**src/rtl/core/ivm_sqrt.sv**
```systemverilog
// ---------------------------------------------------------------------------
// ivm_sqrt
// Pipelined floored square root, one result bit per register stage.
// ---------------------------------------------------------------------------
module ivm_sqrt #(
   parameter int IN_W   = 66,
   parameter int SIDE_W = 8
) (
   input  logic              clock,
   input  logic              reset,
   input  logic              en,
   input  logic              in_valid,
   input  logic [IN_W-1:0]   radicand,
   input  logic [SIDE_W-1:0] side_in,
   output logic              out_valid,
   output logic [IN_W/2-1:0] root,
   output logic [SIDE_W-1:0] side_out
);

   localparam int RW = IN_W / 2;

   logic              vld_ff  [RW];
   logic [RW:0]       rem_ff  [RW];
   logic [RW-1:0]     root_ff [RW];
   logic [IN_W-1:0]   rad_ff  [RW];
   logic [SIDE_W-1:0] side_ff [RW];

   for (genvar k = 0; k < RW; k++) begin : g_step
      logic              vld_prev;
      logic [RW:0]       rem_prev;
      logic [RW-1:0]     root_prev;
      logic [IN_W-1:0]   rad_prev;
      logic [SIDE_W-1:0] side_prev;
      logic [RW+2:0]     cur;
      logic [RW+2:0]     trial;
      logic              ge;

      if (k == 0) begin : g_first
         assign vld_prev  = in_valid;
         assign rem_prev  = '0;
         assign root_prev = '0;
         assign rad_prev  = radicand;
         assign side_prev = side_in;
      end else begin : g_next
         assign vld_prev  = vld_ff[k-1];
         assign rem_prev  = rem_ff[k-1];
         assign root_prev = root_ff[k-1];
         assign rad_prev  = rad_ff[k-1];
         assign side_prev = side_ff[k-1];
      end

      assign cur   = {rem_prev, rad_prev[IN_W-1:IN_W-2]};
      assign trial = {1'b0, root_prev, 2'b01};
      assign ge    = cur >= trial;

      always_ff @(posedge clock) begin
         if (reset) begin
            vld_ff[k] <= 1'b0;
         end else if (en) begin
            vld_ff[k] <= vld_prev;
         end
      end

      always_ff @(posedge clock) begin
         if (en) begin
            rem_ff[k]  <= ge ? (RW+1)'(cur - trial) : cur[RW:0];
            root_ff[k] <= {root_prev[RW-2:0], ge};
            rad_ff[k]  <= rad_prev << 2;
            side_ff[k] <= side_prev;
         end
      end
   end

   assign out_valid = vld_ff[RW-1];
   assign root      = root_ff[RW-1];
   assign side_out  = side_ff[RW-1];

endmodule

```
**config.mk**
```make
export PLATFORM = sky130hd
export DESIGN_NAME = ivm_sqrt
export DESIGN_NICKNAME = d
export VERILOG_FILES = /design/src/rtl/core/ivm_sqrt.sv
export SDC_FILE = /design/constraint.sdc
export NUM_CORES = 2
export LEC_CHECK = 0
export BUFFER_PORTS_ARGS = -buffer_cell sky130_fd_sc_hd__buf_2
export CORE_MARGIN = 5
export CORE_UTILIZATION = 35
export DETAILED_ROUTE_END_ITERATION = 8
export GPL_TIMING_DRIVEN = 0
export PLACE_DENSITY = 0.57
export SYNTH_ARGS = -nofsm -noshare
export SYNTH_HDL_FRONTEND = slang
export SYNTH_MEMORY_MAX_BITS = 65536
export SYNTH_SLANG_ARGS = --single-unit
```
**constraint.sdc**
```tcl
create_clock -name clock -period 7 [get_ports clock]
set_input_delay 0.7 -clock clock [delete_from_list [all_inputs] [get_ports clock]]
set_output_delay 0.7 -clock clock [all_outputs]
set_load 0.01 [all_outputs]
```
---- Word level (Yosys, flattened, before mapping) ----
Memory sizes are Yosys's and may differ from the RTL's.
Cells that the tools add are included.
storage, ports and cells
  register bits ........................... 0
  RAM bits ................................ 4,620
  bits of input ports ..................... 78
  output and inout bits ................... 42
  memories ................................ 5
cells by class
  add/sub/neg operators ................... 33
  magnitude comparators ................... 33
  mux-type cells .......................... 72
  bitwise logic cells ..................... 33
memory list
  name     depth  width  rd ports  clocked after memory_dff  wr ports  RTL line  source
  rad_ff   33     64     32        0                         33        25        logic [IN_W-1:0] rad_ff [RW];
  rem_ff   33     34     32        0                         33        23        logic [RW:0] rem_ff [RW];
  root_ff  33     33     33        0                         33        24        logic [RW-1:0] root_ff [RW];
  side_ff  33     8      33        0                         33        26        logic [SIDE_W-1:0] side_ff [RW];
  vld_ff   33     1      33        0                         33        22        logic vld_ff [RW];
operators by type and width
  kind                                                                count
  greater-or-equal comparator 36 x 35 -> 1 bit                        32
  two-way mux 34 bit                                                  33
  subtractor 34 bit                                                   32
  two-way mux 1 bit                                                   39
  OR 1 bit                                                            33
  subtractor 2 x 1 -> 3 bit (second input constant)                   1
  greater-or-equal comparator 2 x 1 -> 1 bit (second input constant)  1

---- Longest topological paths before layout ----
  depth in word-level cells ............... 4
  mapped depth ............................ 15

---- Worst setup path after synthesis ----
OpenSTA, ideal clock, no wires.
  path kind ............................... flip-flop to flip-flop
  start ................................... mem rem_ff[0][887] (netlist bit)
  end ..................................... mem rem_ff[0][951] (netlist bit) (data pin)
  setup time .............................. 0.267 ns
  arrival ................................. 3.101 ns
  required time ........................... 6.733 ns
  setup slack ............................. 3.632 ns
  cell stages (with the launch flop) ...... 12
  path buffers ............................ 0
  period minus slack after synthesis ...... 3.368 ns
  path through ............................ edfxtp_1 -> ha_1 -> and3_1 -> a21boi_0 -> or4b_1 -> a22oi_1 -> a21oi_1 -> o21a_1 -> a221o_1 -> a311oi_2 -> nor3b_1 -> xor2_1
RTL lines
  element          RTL line
  start, declared  23

==> impl.org <==
** Power
- Across the VDD grid, the largest voltage drop is 0.000207 V.
- Power density normalized to cell area :: 336 nW/um^2
- The analysis attributes to cell leakage a power of 56.9 nW.

** Hold path
- The worst hold path belongs to the class input port to flip-flop.
- Counting instances, the worst hold path has a depth of 1.

** Logic synthesis
- Of the post-synthesis cell area, the dominant cell type holds 0.671.
- Post-synthesis async set-or-reset flop share :: 0
- Post-synth top flop :: sky130_fd_sc_hd__edfxtp_1
- Synth unique cells :: 99
- Post-synthesis cell type with the largest combined area :: sky130_fd_sc_hd__edfxtp_1
- The number of nets handed over by synthesis was 10,443.
- In the synthesized netlist, the number of instances is 9,769.
- Yosys synthesis warning count :: 0
- After synthesis the netlist holds a flip-flop and latch count of 2,951.
- Area contributors post-synth :: sky130_fd_sc_hd__edfxtp_1 (67%), sky130_fd_sc_hd__ha_1 (5.6%), sky130_fd_sc_hd__xor2_1 (2.9%)
- Mean post-synth cell area :: 13.5 sq um
- Counting flops with a built-in enable in the synthesized netlist gives 2,951.
- The cell area that synthesis handed to floorplanning was 132,000 sq um.
- For this run, the register share of the synthesized area comes to 0.671.

** STA
- Measured slew at the worst slew-check pin :: 1190 ps
- Setup Viol. Count Final :: 0
- RSZ-0062 raised after global routing :: false
- For the final database, setup skew stands at 69.7 ps.
- The clock period could shrink to 5390 ps.
- Part of the cycle the worst path needs :: 0.770
- The final-report max-slew violation count was 0.
- Final hold violations :: 0
- Achievable clock frequency :: 185 MHz
- Relative slew slack :: 0.200
- After routing, the total negative slack on setup checks comes to 0 ps.

** CTS
- Clock-pin slew was measured on the worst setup and hold paths at 60 ps.
- Number of clock buffers inserted by TritonCTS :: 334
- Clock Latency Late Sink :: 910 ps
- Clock tree root driver cell :: sky130_fd_sc_hd__clkbuf_16
- Deepest clock path buffer count :: 4
- TritonCTS built the clock tree.
- The H-tree was split into 5 levels.
- For this design, the sink count on the clock tree is 2,951.
- Number of instances resized during post-cts repair :: 0

** Route
- Per-cell via count in the routed design :: 4.92
- Total wire length after detailed routing :: 276 mm
- Routed len/inst :: 17.7 um
- In the routed design, unresolved DRC markers number 0.
- Number of vias after detailed routing :: 76,752
- The detail route stage leaves a number of antenna-violating nets equal to 0.
- Before antenna repair, the detailed router went through 5 iterations.
- In this run, the number of DRC markers left after iteration 0 of detailed routing was 5,333.

** Finish
- Of the cells placed in the final design, the portion with a size suffix greater than 1 is 0.0774.
- Synth-to-layout area growth :: 14.6%
- Final non-filler cell area :: 151,000 sq um
- The library cell used most frequently in the layout, excluding fill and tap cells, is sky130_fd_sc_hd__edfxtp_1.
- The layout has 34,608 filler cells.
- Number of nets at the end of the flow :: 10,991
- Leaving out fill and tap cells, the most frequent cells in the layout are sky130_fd_sc_hd__edfxtp_1 (2,951), sky130_fd_sc_hd__inv_1 (771), sky130_fd_sc_hd__nand2_1 (658), sky130_fd_sc_hd__ha_1 (596), sky130_fd_sc_hd__a21oi_1 (553).
- At the end of the flow the core is filled with cells to 0.403.

** Setup path
- In this run the critical register-to-register path is launched from rad_ff[0][1790].
- In this design, the stage delay of the slowest critical-path cell is 730 ps.
- STA classifies the critical path startpoint as a flip-flop.
- Reg-to-reg critical path endpoint :: rem_ff[0][969]
- Sequence of cells on the critical path :: inv_1 -> ha_1 -> nand2b_1 -> a21oi_1 -> o31a_1 -> nor4_1 -> o31ai_1 -> a21o_1 -> a41o_1 -> clkbuf_1 -> clkbuf_1 -> buf_1 -> a21oi_1
- In this run the worst path has a maximum fanout of 10.
- Cell class contributing the biggest share of worst-path delay :: buffers and inverters
- Setup slack, reg-to-reg :: 1610 ps
- Master of the slowest instance on the critical path :: sky130_fd_sc_hd__clkbuf_1
- Following the worst setup path forward leads to its endpoint at rem_ff[0][969].
- Data arrival at the endpoint of the critical path :: 5940 ps
- CP Depth :: 13
- Worst reg-to-reg path cell count :: 13
- Required time of the critical path :: 7540 ps
- The critical path is of the flip-flop to flip-flop type.
- Tracing the worst setup path back leads to its startpoint at rad_ff[0][1790].
- Worst Setup End Kind :: flip-flop
- The number of buffers and inverters on the critical path is 4.

** Floorplanning
- Chip Height :: 624 um
- The floorplan step defined a core boundary enclosing 376,000 sq um.
- Width of the die :: 624 um
- Effective utilization at floorplan :: 0.352
- The die covers 390,000 sq um.
- In this run the core area contains 225 standard-cell rows.
- Top Ports :: 120

** Global routing
- Entering global routing, the biggest net connects 171 pins.
- Wire length of the first global-routing pass :: 433 mm
- Number of global-route vias before repair :: 77,452
- In the global route stage, overall resource usage came out at 0.137.
- The initial antenna violation count is 5.
- After global routing the overflow that remains totals 0.

** Run
- Reported max-cap violation count :: 0

** Status
- The flow ran to the end, and the final reports show no timing, DRC or antenna violations.

** Placement
- PortBufs :: 119
- HPWL after DPL :: 197 mm
- Cell area reported after detailed placement :: 139,000 sq um
- Routability-driven placement finished with a final weighted congestion of 0.905.
## state kept, by name, summed over array words and instances (netlist names)
name     flops
side_ff    264
rad_ff    1056
root_ff    561
rem_ff    1037
vld_ff      33
## area by class of cell
class,count,area [sq um],share of cell area
sequential,2951,88600,0.585
multi-input combinational,5864,39900,0.263
clock buffer,393,8660,0.0572
tap,4994,6250,0.0413
inverter,776,2910,0.0192
clock inverter,218,2560,0.0169
timing repair buffer,212,1870,0.0123
buffer,178,716,0.00473
antenna,2,5.00,0.0000330
## kinds of logic after synthesis
logic type / after synthesis / share of synthesized area
simple gates: 2381 / 0.0895
buf+inv: 954 / 0.0275
xor+xnor: 870 / 0.0577
fa+ha+maj: 596 / 0.0564
other cells: 1 / 0.0000284
mux: 83 / 0.00696
compound gates: 1933 / 0.0911
flops: 2951 / 0.671
## metrics by stage
| step | power, mW | setup slack [ps] | hold slack (ps) | instances |
|---|---|---|---|---|
| 2_1_floorplan | 30.2 | 3630 | 400 | 9769 |
| 4_1_cts | 51.6 | 1370 | 2.76 | 15586 |
| 3_5_place_dp | 33.4 | 1430 | 405 | 14902 |
| 3_3_place_gp | 34.8 | -42150 | 400 | 14882 |
| 5_1_grt | 53.6 | 1240 | 41.1 | 15588 |
| 6_report | 50.8 | 1610 | 125 | 15588 |
## routing by layer
layer	global-route usage	vias to the layer above	routed length [um]
li1	-	37315	-
met2	0.240	1695	136000
met3	0.0189	669	10800
met1	0.167	37073	115000
met4	0.0644	0	13500
met5	0	-	0
## worst register-to-register path: stages (launching register included)
cell	delay [ps]
sky130_fd_sc_hd__edfxtp_1	640
sky130_fd_sc_hd__inv_1	150
sky130_fd_sc_hd__ha_1	250
sky130_fd_sc_hd__nand2b_1	170
sky130_fd_sc_hd__a21oi_1	290
sky130_fd_sc_hd__o31a_1	270
sky130_fd_sc_hd__nor4_1	100
sky130_fd_sc_hd__o31ai_1	580
sky130_fd_sc_hd__a21o_1	340
sky130_fd_sc_hd__a41o_1	190
sky130_fd_sc_hd__clkbuf_1	630
sky130_fd_sc_hd__clkbuf_1	730
sky130_fd_sc_hd__buf_1	550
sky130_fd_sc_hd__a21oi_1	200
## synthesized netlist by cell type (17+ instances only)
master and n:
sky130_fd_sc_hd__edfxtp_1 2951, sky130_fd_sc_hd__inv_1 771, sky130_fd_sc_hd__nand2_1 658, sky130_fd_sc_hd__ha_1 596, sky130_fd_sc_hd__a21oi_1 553, sky130_fd_sc_hd__o21ai_0 534
sky130_fd_sc_hd__nor2_1 530, sky130_fd_sc_hd__xor2_1 440, sky130_fd_sc_hd__xnor2_1 430, sky130_fd_sc_hd__a21o_1 278, sky130_fd_sc_hd__nor3_1 223, sky130_fd_sc_hd__clkbuf_1 152
sky130_fd_sc_hd__nand3_1 133, sky130_fd_sc_hd__nor4_1 125, sky130_fd_sc_hd__o21a_1 114, sky130_fd_sc_hd__nand2b_1 106, sky130_fd_sc_hd__nand4_1 99, sky130_fd_sc_hd__or3_1 92
sky130_fd_sc_hd__nor2b_1 74, sky130_fd_sc_hd__o31ai_1 68, sky130_fd_sc_hd__mux2_2 67, sky130_fd_sc_hd__o21bai_1 67, sky130_fd_sc_hd__and3_1 65, sky130_fd_sc_hd__and2_1 64
sky130_fd_sc_hd__or2_2 52, sky130_fd_sc_hd__or4_1 52, sky130_fd_sc_hd__a31oi_1 43, sky130_fd_sc_hd__a211oi_1 35, sky130_fd_sc_hd__a21boi_0 29, sky130_fd_sc_hd__o211ai_1 26
sky130_fd_sc_hd__nand3b_1 25, sky130_fd_sc_hd__nor3b_1 18, sky130_fd_sc_hd__and4_1 17
## worst min-delay path by stage
stage                         from              end  slack [ps]
finish                radicand[63]    rad_ff[0][63]         130
global route          radicand[62]    rad_ff[0][62]          40
CTS                   radicand[63]    rad_ff[0][63]           3
detailed placement  rad_ff[0][996]  rad_ff[0][1062]         400
global placement    rad_ff[0][462]   rad_ff[0][528]         400
floorplan           rad_ff[0][934]  rad_ff[0][1000]         400
## power breakdown
part	total (mW)	internal [mW]	switching, mW	leakage (nW)
sequential	23.6	22.2	1.33	28.5
clock	17.8	10.6	7.15	5.45
combinational	9.44	3.91	5.53	23.0
## what timing repair did
item,4_1_cts,5_1_grt
setup buffers,0,0
hold buffers,73,0
setup endpoints to repair,0,0
endpoints found under the hold margin,73,0
No activity file was read; power rests on OpenSTA's default activity.
